[config.mk]
export PLATFORM = sky130hd
export DESIGN_NAME = noisy_weight_dot_product_flat
export DESIGN_NICKNAME = d
export VERILOG_FILES = /design/src/hdl/nwdp_pkg.sv /design/src/hdl/nwdp_if.sv /design/src/hdl/nwdp_ctrl.sv /design/src/hdl/nwdp_datapath.sv /design/src/hdl/noisy_weight_dot_product.sv /design/src/flat_wrapper.sv
export SDC_FILE = /design/constraint.sdc
export NUM_CORES = 2
export LEC_CHECK = 0
export ABC_AREA = 1
export BUFFER_PORTS_ARGS = -buffer_cell sky130_fd_sc_hd__buf_2
export CORE_MARGIN = 2
export CORE_UTILIZATION = 40
export CTS_CLUSTER_DIAMETER = 80
export CTS_CLUSTER_SIZE = 16
export DETAILED_ROUTE_END_ITERATION = 10
export PLACE_DENSITY_LB_ADDON = 0.08
export REMOVE_ABC_BUFFERS = 1
export SETUP_SLACK_MARGIN = 0.2
export SLEW_MARGIN = 15
export SYNTH_ARGS = -nofsm -noshare
export SYNTH_HDL_FRONTEND = slang
export SYNTH_SLANG_ARGS = --single-unit
[constraint.sdc]
create_clock -name clk -period 6.5 [get_ports clk]
set_clock_uncertainty 0.2 [all_clocks]
set_input_delay 0.65 -clock clk [delete_from_list [all_inputs] [get_ports clk]]
set_output_delay 0.65 -clock clk [all_outputs]
set_load 0.01 [all_outputs]
[src/hdl/nwdp_pkg.sv]
// Package for the noisy-weight dot product: constants, register indexes,
// controller state type and the command/status words between controller and datapath.
// No dependencies.
`timescale 1ns / 1ps
`default_nettype none

package nwdp_pkg;

  localparam int VALUE_BITS_DEF = 16;
  localparam int ACC_BITS_DEF   = 48;

  localparam int FRAC_BITS  = 12;
  localparam int NOISE_FRAC = 23;
  localparam int DRIFT_FRAC = 15;
  localparam int NOISE_BITS = 24;
  localparam int MANT_BITS  = 23;
  localparam int DRIFT_BITS = 16;
  localparam int SEED_BITS  = 64;
  localparam int SUM_BITS   = 32;

  localparam int XS_SHIFT_A = 13;
  localparam int XS_SHIFT_B = 7;
  localparam int XS_SHIFT_C = 17;

  localparam logic [DRIFT_BITS-1:0] DRIFT_RESET = 16'd14746;
  localparam logic [SEED_BITS-1:0]  SEED_RESET  = 64'd1;

  localparam int CFG_INDEX_BITS = 1;
  localparam int CFG_DATA_BITS  = SEED_BITS;
  localparam logic [CFG_INDEX_BITS-1:0] CFG_DRIFT_GAIN = 1'd0;
  localparam logic [CFG_INDEX_BITS-1:0] CFG_SEED_VALUE = 1'd1;

  typedef enum logic [3:0] {
    S_IDLE,
    S_RNG,
    S_NOISE,
    S_RNDN,
    S_SPREAD,
    S_WEIGHT,
    S_PROD,
    S_ACC,
    S_EMIT
  } nwdp_state_t;

  typedef struct packed {
    logic load_item;
    logic adv_rng;
    logic calc_noise;
    logic round_noise;
    logic calc_spread;
    logic calc_weight;
    logic calc_prod;
    logic accumulate;
    logic emit;
  } nwdp_cmd_t;

  typedef struct packed {
    logic row_start;
    logic item_last;
    logic out_busy;
  } nwdp_status_t;

endpackage

`default_nettype wire

[src/hdl/nwdp_if.sv]
// Stream interfaces of the noisy-weight dot product: input element word and row-sum word.
// Depends on nwdp_pkg.
`timescale 1ns / 1ps
`default_nettype none

interface nwdp_in_if #(
  parameter int VALUE_BITS = nwdp_pkg::VALUE_BITS_DEF
);
  logic                         valid;
  logic                         ready;
  logic signed [VALUE_BITS-1:0] x_value;
  logic signed [VALUE_BITS-1:0] weight_mean;
  logic signed [VALUE_BITS-1:0] weight_spread;
  logic                         last_of_row;

  modport source (output valid, x_value, weight_mean, weight_spread, last_of_row,
                  input ready);
  modport sink   (input valid, x_value, weight_mean, weight_spread, last_of_row,
                  output ready);
endinterface

interface nwdp_out_if;
  logic                               valid;
  logic                               ready;
  logic signed [nwdp_pkg::SUM_BITS-1:0] row_sum;

  modport source (output valid, row_sum, input ready);
  modport sink   (input valid, row_sum, output ready);
endinterface

`default_nettype wire

[src/hdl/nwdp_ctrl.sv]
// Controller of the noisy-weight dot product: sequences one element word through
// the datapath steps. Depends on nwdp_pkg.
`timescale 1ns / 1ps
`default_nettype none

module nwdp_ctrl (
  input  wire logic                   clk,
  input  wire logic                   rst_n,
  input  wire logic                   in_valid,
  output logic                        in_ready,
  input  wire nwdp_pkg::nwdp_status_t status,
  output nwdp_pkg::nwdp_cmd_t         cmd
);
  import nwdp_pkg::*;

  nwdp_state_t state_r, state_nxt;

  always_ff @(posedge clk) begin
    if (!rst_n) begin
      state_r <= S_IDLE;
    end else begin
      state_r <= state_nxt;
    end
  end

  always_comb begin
    state_nxt = state_r;
    cmd       = '0;
    in_ready  = 1'b0;
    case (state_r)
      S_IDLE: begin
        in_ready = 1'b1;
        if (in_valid) begin
          cmd.load_item = 1'b1;
          state_nxt     = status.row_start ? S_RNG : S_SPREAD;
        end
      end
      S_RNG: begin
        cmd.adv_rng = 1'b1;
        state_nxt   = S_NOISE;
      end
      S_NOISE: begin
        cmd.calc_noise = 1'b1;
        state_nxt      = S_RNDN;
      end
      S_RNDN: begin
        cmd.round_noise = 1'b1;
        state_nxt       = S_SPREAD;
      end
      S_SPREAD: begin
        cmd.calc_spread = 1'b1;
        state_nxt       = S_WEIGHT;
      end
      S_WEIGHT: begin
        cmd.calc_weight = 1'b1;
        state_nxt       = S_PROD;
      end
      S_PROD: begin
        cmd.calc_prod = 1'b1;
        state_nxt     = S_ACC;
      end
      S_ACC: begin
        cmd.accumulate = 1'b1;
        state_nxt      = status.item_last ? S_EMIT : S_IDLE;
      end
      S_EMIT: begin
        // hold until the output register is free
        if (!status.out_busy) begin
          cmd.emit  = 1'b1;
          state_nxt = S_IDLE;
        end
      end
      default: begin
        state_nxt = S_IDLE;
      end
    endcase
  end

endmodule

`default_nettype wire

[src/hdl/nwdp_datapath.sv]
// Datapath of the noisy-weight dot product: generator, noise scaling, weight,
// product, accumulator and output register. Depends on nwdp_pkg.
`timescale 1ns / 1ps
`default_nettype none

module nwdp_datapath #(
  parameter int VALUE_BITS = nwdp_pkg::VALUE_BITS_DEF,
  parameter int ACC_BITS   = nwdp_pkg::ACC_BITS_DEF
) (
  input  wire logic                                 clk,
  input  wire logic                                 rst_n,
  input  wire nwdp_pkg::nwdp_cmd_t                  cmd,
  output nwdp_pkg::nwdp_status_t                    status,
  input  wire logic signed [VALUE_BITS-1:0]         in_x_value,
  input  wire logic signed [VALUE_BITS-1:0]         in_weight_mean,
  input  wire logic signed [VALUE_BITS-1:0]         in_weight_spread,
  input  wire logic                                 in_last_of_row,
  input  wire logic                                 cfg_we,
  input  wire logic [nwdp_pkg::CFG_INDEX_BITS-1:0]  cfg_index,
  input  wire logic [nwdp_pkg::CFG_DATA_BITS-1:0]   cfg_wdata,
  output logic                                      out_valid,
  input  wire logic                                 out_ready,
  output logic signed [nwdp_pkg::SUM_BITS-1:0]      out_row_sum
);
  import nwdp_pkg::*;

  localparam int NMUL_W = MANT_BITS + DRIFT_BITS + 1;
  localparam int SMUL_W = VALUE_BITS + NOISE_BITS;
  localparam int WSUM_W = VALUE_BITS + 2;
  localparam int PROD_W = 2 * VALUE_BITS;
  localparam int ASUM_W = ((ACC_BITS > PROD_W) ? ACC_BITS : PROD_W) + 1;
  localparam int RSUM_W = ACC_BITS + 1;

  function automatic logic [SEED_BITS-1:0] xorshift64(input logic [SEED_BITS-1:0] s);
    logic [SEED_BITS-1:0] t;
    t = s ^ (s << XS_SHIFT_A);
    t = t ^ (t >> XS_SHIFT_B);
    t = t ^ (t << XS_SHIFT_C);
    return t;
  endfunction

  logic [DRIFT_BITS-1:0]        drift_r;
  logic [SEED_BITS-1:0]         rng_r;
  logic                         row_start_r;
  logic signed [NOISE_BITS-1:0] row_noise_r, row_noise_nxt;
  logic signed [NMUL_W-1:0]     noise_mul_r, noise_mul_nxt;
  logic signed [SMUL_W-1:0]     spread_mul_r, spread_mul_nxt;
  logic signed [VALUE_BITS-1:0] weight_r, weight_nxt;
  logic signed [PROD_W-1:0]     prod_r, prod_nxt;
  logic signed [ACC_BITS-1:0]   acc_r, acc_nxt;
  logic signed [VALUE_BITS-1:0] x_r, mean_r, spread_r;
  logic                         last_r;
  logic                         out_valid_r;
  logic signed [SUM_BITS-1:0]   out_sum_r, out_sum_nxt;

  logic signed [MANT_BITS-1:0]  noise_raw;
  logic signed [DRIFT_BITS:0]   drift_s;
  logic signed [NMUL_W-1:0]     noise_sh;
  logic [NMUL_W-1:0]            noise_rnd;
  logic signed [SMUL_W-1:0]     spread_sh;
  logic [SMUL_W-1:0]            spread_rnd;
  logic [WSUM_W-1:0]            weight_sum;
  logic signed [ASUM_W-1:0]     acc_sum;
  logic signed [ACC_BITS-1:0]   acc_sh;
  logic [RSUM_W-1:0]            row_rnd;

  // mantissa minus one half: flip the top bit to get signed Q0.23
  assign noise_raw     = {~rng_r[MANT_BITS-1], rng_r[MANT_BITS-2:0]};
  assign drift_s       = {1'b0, drift_r};
  assign noise_mul_nxt = noise_raw * drift_s;

  assign noise_sh      = noise_mul_r >>> DRIFT_FRAC;
  assign noise_rnd     = noise_sh + NMUL_W'(noise_mul_r[DRIFT_FRAC-1]);
  assign row_noise_nxt = noise_rnd[NOISE_BITS-1:0];

  assign spread_mul_nxt = spread_r * row_noise_r;

  assign spread_sh  = spread_mul_r >>> NOISE_FRAC;
  assign spread_rnd = spread_sh + SMUL_W'(spread_mul_r[NOISE_FRAC-1]);
  assign weight_sum = WSUM_W'(mean_r) + spread_rnd[WSUM_W-1:0];

  always_comb begin
    if (weight_sum[WSUM_W-1:VALUE_BITS-1] == {(WSUM_W-VALUE_BITS+1){weight_sum[WSUM_W-1]}}) begin
      weight_nxt = weight_sum[VALUE_BITS-1:0];
    end else if (weight_sum[WSUM_W-1]) begin
      weight_nxt = {1'b1, {(VALUE_BITS-1){1'b0}}};
    end else begin
      weight_nxt = {1'b0, {(VALUE_BITS-1){1'b1}}};
    end
  end

  assign prod_nxt = x_r * weight_r;

  assign acc_sum = ASUM_W'(acc_r) + ASUM_W'(prod_r);

  always_comb begin
    if (acc_sum[ASUM_W-1:ACC_BITS-1] == {(ASUM_W-ACC_BITS+1){acc_sum[ASUM_W-1]}}) begin
      acc_nxt = acc_sum[ACC_BITS-1:0];
    end else if (acc_sum[ASUM_W-1]) begin
      acc_nxt = {1'b1, {(ACC_BITS-1){1'b0}}};
    end else begin
      acc_nxt = {1'b0, {(ACC_BITS-1){1'b1}}};
    end
  end

  assign acc_sh  = acc_r >>> FRAC_BITS;
  assign row_rnd = RSUM_W'(acc_sh) + RSUM_W'(acc_r[FRAC_BITS-1]);

  always_comb begin
    if (row_rnd[RSUM_W-1:SUM_BITS-1] == {(RSUM_W-SUM_BITS+1){row_rnd[RSUM_W-1]}}) begin
      out_sum_nxt = row_rnd[SUM_BITS-1:0];
    end else if (row_rnd[RSUM_W-1]) begin
      out_sum_nxt = {1'b1, {(SUM_BITS-1){1'b0}}};
    end else begin
      out_sum_nxt = {1'b0, {(SUM_BITS-1){1'b1}}};
    end
  end

  // control and architectural state
  always_ff @(posedge clk) begin
    if (!rst_n) begin
      drift_r     <= DRIFT_RESET;
      rng_r       <= SEED_RESET;
      row_start_r <= 1'b1;
      row_noise_r <= '0;
      acc_r       <= '0;
      out_valid_r <= 1'b0;
    end else begin
      if (cfg_we && cfg_index == CFG_DRIFT_GAIN) begin
        drift_r <= cfg_wdata[DRIFT_BITS-1:0];
      end
      if (cfg_we && cfg_index == CFG_SEED_VALUE) begin
        rng_r <= cfg_wdata[SEED_BITS-1:0];
      end else if (cmd.adv_rng) begin
        rng_r <= xorshift64(rng_r);
      end
      if (cmd.adv_rng) begin
        row_start_r <= 1'b0;
      end else if (cmd.emit) begin
        row_start_r <= 1'b1;
      end
      if (cmd.round_noise) begin
        row_noise_r <= row_noise_nxt;
      end
      if (cmd.emit) begin
        acc_r <= '0;
      end else if (cmd.accumulate) begin
        acc_r <= acc_nxt;
      end
      if (cmd.emit) begin
        out_valid_r <= 1'b1;
      end else if (out_ready) begin
        out_valid_r <= 1'b0;
      end
    end
  end

  // payload registers
  always_ff @(posedge clk) begin
    if (cmd.load_item) begin
      x_r      <= in_x_value;
      mean_r   <= in_weight_mean;
      spread_r <= in_weight_spread;
      last_r   <= in_last_of_row;
    end
    if (cmd.calc_noise) begin
      noise_mul_r <= noise_mul_nxt;
    end
    if (cmd.calc_spread) begin
      spread_mul_r <= spread_mul_nxt;
    end
    if (cmd.calc_weight) begin
      weight_r <= weight_nxt;
    end
    if (cmd.calc_prod) begin
      prod_r <= prod_nxt;
    end
    if (cmd.emit) begin
      out_sum_r <= out_sum_nxt;
    end
  end

  assign status.row_start = row_start_r;
  assign status.item_last = last_r;
  assign status.out_busy  = out_valid_r && !out_ready;

  assign out_valid   = out_valid_r;
  assign out_row_sum = out_sum_r;

endmodule

`default_nettype wire

[src/hdl/noisy_weight_dot_product.sv]
// Top level of the noisy-weight dot product: controller plus datapath.
// Depends on nwdp_pkg, nwdp_if, nwdp_ctrl and nwdp_datapath.
//
//   channel  | direction | word                                              | handshake
//   ---------+-----------+---------------------------------------------------+------------
//   in_ch    | in        | x_value, weight_mean, weight_spread, last_of_row  | valid/ready
//   out_ch   | out       | row_sum (signed Q19.12, saturated)                | valid/ready
//   cfg_*    | in        | cfg_index, cfg_wdata                              | cfg_we only
//
// One element word is taken at a time. An ordinary element passes through the spread
// multiply, weight, product and accumulate steps before the next acceptance; the first
// element of a row also takes the generator step and the noise multiply and rounding,
// and the last element adds the emit step that loads the output register.
// Reset is synchronous, active low: generator state takes the reset seed, drift gain
// its default, accumulator clears and the next element starts a row.
// A stalled output holds the controller at the emit step only; the next word is still
// accepted while an earlier row sum waits to be taken.
`timescale 1ns / 1ps
`default_nettype none

module noisy_weight_dot_product #(
  parameter int VALUE_BITS = nwdp_pkg::VALUE_BITS_DEF,
  parameter int ACC_BITS   = nwdp_pkg::ACC_BITS_DEF
) (
  input  wire logic                                clk,
  input  wire logic                                rst_n,
  nwdp_in_if.sink                                  in_ch,
  nwdp_out_if.source                               out_ch,
  input  wire logic                                cfg_we,
  input  wire logic [nwdp_pkg::CFG_INDEX_BITS-1:0] cfg_index,
  input  wire logic [nwdp_pkg::CFG_DATA_BITS-1:0]  cfg_wdata
);
  import nwdp_pkg::*;

  nwdp_cmd_t    cmd;
  nwdp_status_t status;
  logic         in_ready;
  logic         out_valid;
  logic signed [SUM_BITS-1:0] out_row_sum;

  // sequence each word through the datapath
  nwdp_ctrl u_ctrl (
    .clk      (clk),
    .rst_n    (rst_n),
    .in_valid (in_ch.valid),
    .in_ready (in_ready),
    .status   (status),
    .cmd      (cmd)
  );

  // generator, weight arithmetic, accumulator and output register
  nwdp_datapath #(
    .VALUE_BITS (VALUE_BITS),
    .ACC_BITS   (ACC_BITS)
  ) u_datapath (
    .clk              (clk),
    .rst_n            (rst_n),
    .cmd              (cmd),
    .status           (status),
    .in_x_value       (in_ch.x_value),
    .in_weight_mean   (in_ch.weight_mean),
    .in_weight_spread (in_ch.weight_spread),
    .in_last_of_row   (in_ch.last_of_row),
    .cfg_we           (cfg_we),
    .cfg_index        (cfg_index),
    .cfg_wdata        (cfg_wdata),
    .out_valid        (out_valid),
    .out_ready        (out_ch.ready),
    .out_row_sum      (out_row_sum)
  );

  assign in_ch.ready    = in_ready;
  assign out_ch.valid   = out_valid;
  assign out_ch.row_sum = out_row_sum;

endmodule

`default_nettype wire

[src/flat_wrapper.sv]
// flat-port wrapper written by rule: the top's interface ports become plain ports
module noisy_weight_dot_product_flat import nwdp_pkg::*;
#(
  parameter int VALUE_BITS = nwdp_pkg::VALUE_BITS_DEF,
  parameter int ACC_BITS   = nwdp_pkg::ACC_BITS_DEF
)
  (clk, rst_n, cfg_we, cfg_index, cfg_wdata, in_ch_valid, in_ch_x_value, in_ch_weight_mean, in_ch_weight_spread, in_ch_last_of_row, in_ch_ready, out_ch_valid, out_ch_row_sum, out_ch_ready);
  nwdp_in_if #(.VALUE_BITS(VALUE_BITS)) in_ch_i ();
  nwdp_out_if out_ch_i ();
  input  wire logic clk;
  input  wire logic rst_n;
  input  wire logic cfg_we;
  input  wire logic [nwdp_pkg::CFG_INDEX_BITS-1:0] cfg_index;
  input  wire logic [nwdp_pkg::CFG_DATA_BITS-1:0] cfg_wdata;
  input wire logic [$bits(in_ch_i.valid)-1:0] in_ch_valid;
  input wire logic [$bits(in_ch_i.x_value)-1:0] in_ch_x_value;
  input wire logic [$bits(in_ch_i.weight_mean)-1:0] in_ch_weight_mean;
  input wire logic [$bits(in_ch_i.weight_spread)-1:0] in_ch_weight_spread;
  input wire logic [$bits(in_ch_i.last_of_row)-1:0] in_ch_last_of_row;
  output wire logic [$bits(in_ch_i.ready)-1:0] in_ch_ready;
  output wire logic [$bits(out_ch_i.valid)-1:0] out_ch_valid;
  output wire logic [$bits(out_ch_i.row_sum)-1:0] out_ch_row_sum;
  input wire logic [$bits(out_ch_i.ready)-1:0] out_ch_ready;
  assign in_ch_i.valid = in_ch_valid;
  assign in_ch_i.x_value = in_ch_x_value;
  assign in_ch_i.weight_mean = in_ch_weight_mean;
  assign in_ch_i.weight_spread = in_ch_weight_spread;
  assign in_ch_i.last_of_row = in_ch_last_of_row;
  assign in_ch_ready = in_ch_i.ready;
  assign out_ch_valid = out_ch_i.valid;
  assign out_ch_row_sum = out_ch_i.row_sum;
  assign out_ch_i.ready = out_ch_ready;
  noisy_weight_dot_product #(.VALUE_BITS(VALUE_BITS), .ACC_BITS(ACC_BITS)) u_core (.clk(clk), .rst_n(rst_n), .in_ch(in_ch_i), .out_ch(out_ch_i), .cfg_we(cfg_we), .cfg_index(cfg_index), .cfg_wdata(cfg_wdata));
endmodule
==> summary.md <==
| Metric | Value |
|---|---|
| Status | finished, final reports clean |
| Crit path kind | flop to flop |
| Synth Flop Type | edfxtp_1 |
| CTS root buffer | clkbuf_16 |
| CTS tree | yes |
| Total negative setup slack | 0 ns |
| First drt pass iteration count | 7 |
| Commonest non-fill, non-tap cells in the layout | inv_1, nand2_1, fa_1, nor2_1, ha_1 |
| Initial antenna violation count | 5 |
| CP Max Fanout | 4 |
| Reg area | approximately 8400 um2 |
| Syn. warnings | 0 |
| Mapped Cells | around 7,300 |
| Critical path endpoint category | flop |
| ANT nets after route | 0 |
| Number of distinct library cells after synthesis | 47 |
| DRT met1 WL | 76,600 um |
| RSZ-0062 raised after global routing | true |
| First-pass GRT wire length | 275,000 um |
| Cell Count, Final, Fillers Out | between 9,000 and 10,000 |
| Top-area cell type share of the netlist area | 0.347 |
| Worst-Skew Late Latency | approximately 0.67 ns |
| Clk slew on worst S/H paths | 0.07 ns |
| Crit Reg-Reg Startpoint | u_core.u_datapath.spread_r[1] |
| Global route total overflow | 0 |
| Reg-to-Reg End | u_core.u_datapath.spread_mul_r[28] |
| Worst Setup SP | u_core.u_datapath.spread_r[1] |
| DRC Markers | 0 |
| Initial Util | 0.404 |
| CTS Sinks | 330 |
| Avg Cell Area, Syn | 7.81 um2 |
| Asr flop ratio synth | 0 |
| Post-synth EDFFs | 172 |
| Crit path DAT | 6.32 ns |
| Met2 routed WL | 81,500 um |
| Clk buf depth | 3 |
| Min-Delay Startpoint | cfg_wdata[14] |
| Post-synth top area cell | fa_1 |
| Final core occ | 0.454 |
| Via-per-instance ratio | a little under 5 |
| Commonest non-fill, non-tap cell in the layout | inv_1 |
| Max cap viols | 0 |
| Row cnt | roughly 140 |
| FILL cells | around 15,000 |
| Vias in the first global route | around 48,000 |
| Met3 Routed Length | 9380 um |
| IO Pins | 153 |
| Final setup violation count | 0 |
| DR vias | 46,300 |
| Port bufs | 152 |
| Final Net Count | 9,074 |
| Placer congestion estimate | 0.931 |
| Synth Register Bits | 330 |
| Worst slew pin tran | 1.03 ns |
| Slew Viols, Final | 0 |
| Worst Path Required | 6.71 ns |
| Final Cycle Share | 0.940 |
| Die Span Y | between 300 and 400 um |
| Die Span X | 383 um |
| Hpwl dp | 146,000 um |
| Iter 0 DRT Violations | 2,845 |
| Wire per inst | 18.2 um |
| CTS H-tree lvls | 2 |
| Fmax | roughly 160 MHz |
| Multi-input gate area | 41,100 um2 |
| Area Growth Syn to Fin | 12.4% |
| Core box area | 142,000 um2 |
| Flop-to-flop setup slack | 0.39 ns |
| Worst Reg-to-Reg Cells | 21 |
| Full die area | roughly 150,000 um2 |
| Syn Std Cell Area | 57,300 um2 |
| Drt total wl | 173,000 um |
| Layout cells sized above 1 | 0.0954 |
| Slew margin rel. | 0.312 |
| Minimum clock period | 6.11 ns |
| Crit start category | flop |
| Uppermost routed layer | met4 |
| Largest net degree at the start of global routing | 70 |
| GRT Overall Usage | 0.242 |
| Crit path capture | u_core.u_datapath.spread_mul_r[28] |
| # placed instances | 9,360 |
| Top post-synthesis cells by area | fa_1, inv_1, nand2_1, edfxtp_1, ha_1 |
| Worst min path class | input port to flop |
| TritonCTS Buffers | 40 |
| Post-synthesis sequential area ratio | 0.145 |
| Hold Fails Final Rpt | 0 |
worst min path at each step:
stage / endpoint / slack, ns / depth (start not counted)
final: u_core.u_datapath.drift_r[14] / 0.06 / 3
after floorplan: u_core.u_datapath.row_start_r / 0.25 / 2
after global routing: u_core.u_datapath.mean_r[0] / 0.02 / 1
after global placement: u_core.u_datapath.row_noise_r[17] / 0.29 / 2
after CTS: u_core.u_datapath.rng_r[0] / 0.003 / 3
after detailed placement: u_core.u_datapath.row_start_r / 0.29 / 2
layout make-up:
cell class	count	area share
well taps	1890	0.0367
diodes	1	0.0000388
repair buffers	521	0.0627
clock inverters	29	0.00569
inverters	1897	0.111
clock buffers	45	0.0161
multi-input cells	4832	0.638
flip-flops and latches	330	0.130
worst max-delay path, stage by stage, from the launching register on:
cell	delay [ns]
edfxtp_1	0.40
buf_4	0.19
nand2_2	0.09
inv_1	0.08
fa_2	0.64
inv_1	0.11
fa_1	0.49
inv_1	0.05
fa_1	0.48
fa_1	0.50
fa_1	0.49
inv_1	0.05
fa_1	0.47
inv_1	0.04
ha_1	0.37
a21oi_1	0.28
o21ai_0	0.13
o21bai_1	0.17
a21oi_1	0.15
nand2_2	0.13
buf_4	0.16
xor2_2	0.17
registers in the layout, indices dropped and copies added, names as in the netlist:
signal,count
u_core.u_datapath.weight_r,16
u_core.u_datapath.x_r,16
u_core.u_datapath.prod_r,32
u_core.u_datapath.out_row_sum,32
u_core.u_datapath.out_valid,1
u_core.u_datapath.spread_r,16
u_core.u_datapath.row_noise_r,24
u_core.u_datapath.spread_mul_r,18
u_core.u_datapath.rng_r,64
u_core.u_datapath.row_start_r,1
u_core.u_datapath.noise_mul_r,25
u_core.u_datapath.acc_r,48
u_core.u_datapath.drift_r,16
u_core.u_datapath.last_r,1
u_core.u_datapath.mean_r,16
u_core.u_ctrl.state_r,4
logic make-up after synthesis:
logic type | synth area share
compound gates | 0.0623
xor+xnor | 0.0501
fa+ha+maj | 0.421
buf+inv | 0.144
flops | 0.145
simple gates | 0.177
stage by stage:
stage / setup slack, ns / cell area [um2] / hold slack (ns)
after global routing: 0.135 / 64400 / 0.0233
after global placement: -0.195 / 61600 / 0.287
after CTS: 0.162 / 63500 / 0.00302
final: 0.392 / 64400 / 0.0550
after detailed placement: -0.135 / 61600 / 0.287
after floorplan: 0.544 / 56200 / 0.251
cell usage after synthesis (3+ instances only):
| library cell | n |
|---|---|
| inv_1 | 1888 |
| nand2_1 | 1874 |
| fa_1 | 994 |
| nor2_1 | 373 |
| ha_1 | 339 |
| clkbuf_1 | 252 |
| a21oi_1 | 241 |
| o21ai_0 | 183 |
| edfxtp_1 | 172 |
| xnor2_1 | 166 |
| xor2_1 | 162 |
| dfxtp_1 | 158 |
| nand3_1 | 132 |
| nand4_1 | 78 |
| a31oi_1 | 52 |
| nor3_1 | 42 |
| a21o_1 | 25 |
| o21bai_1 | 24 |
| a21oi_2 | 23 |
| or2_2 | 18 |
| o211ai_1 | 17 |
| a21boi_0 | 16 |
| buf_2 | 12 |
| nor4_1 | 12 |
| buf_6 | 11 |
| inv_2 | 9 |
| a221oi_1 | 8 |
| o21a_1 | 7 |
| o21ai_1 | 7 |
| buf_1 | 5 |
| nand2_2 | 5 |
| o31ai_1 | 5 |
| a211oi_1 | 4 |
| nor2_4 | 4 |
| nor2_2 | 3 |
layer usage:
metal | vias up | track usage
met2 | 1150 | 0.404
met4 | 0 | 0.0716
li1 | 22200 | -
met5 | - | 0
met1 | 22700 | 0.328
met3 | 236 | 0.0321
what timing repair did:
action,CTS,global route
hold buffers,39,0
endpoints found under the hold margin,39,0
resized for setup,12,134
setup endpoints to repair,21,53
buffers inserted,20,51
cloned,0,0
pin swaps,2,11
Power is not shown: default switching activity piles up to over one toggle a cycle in this logic, so the estimate is an artifact.
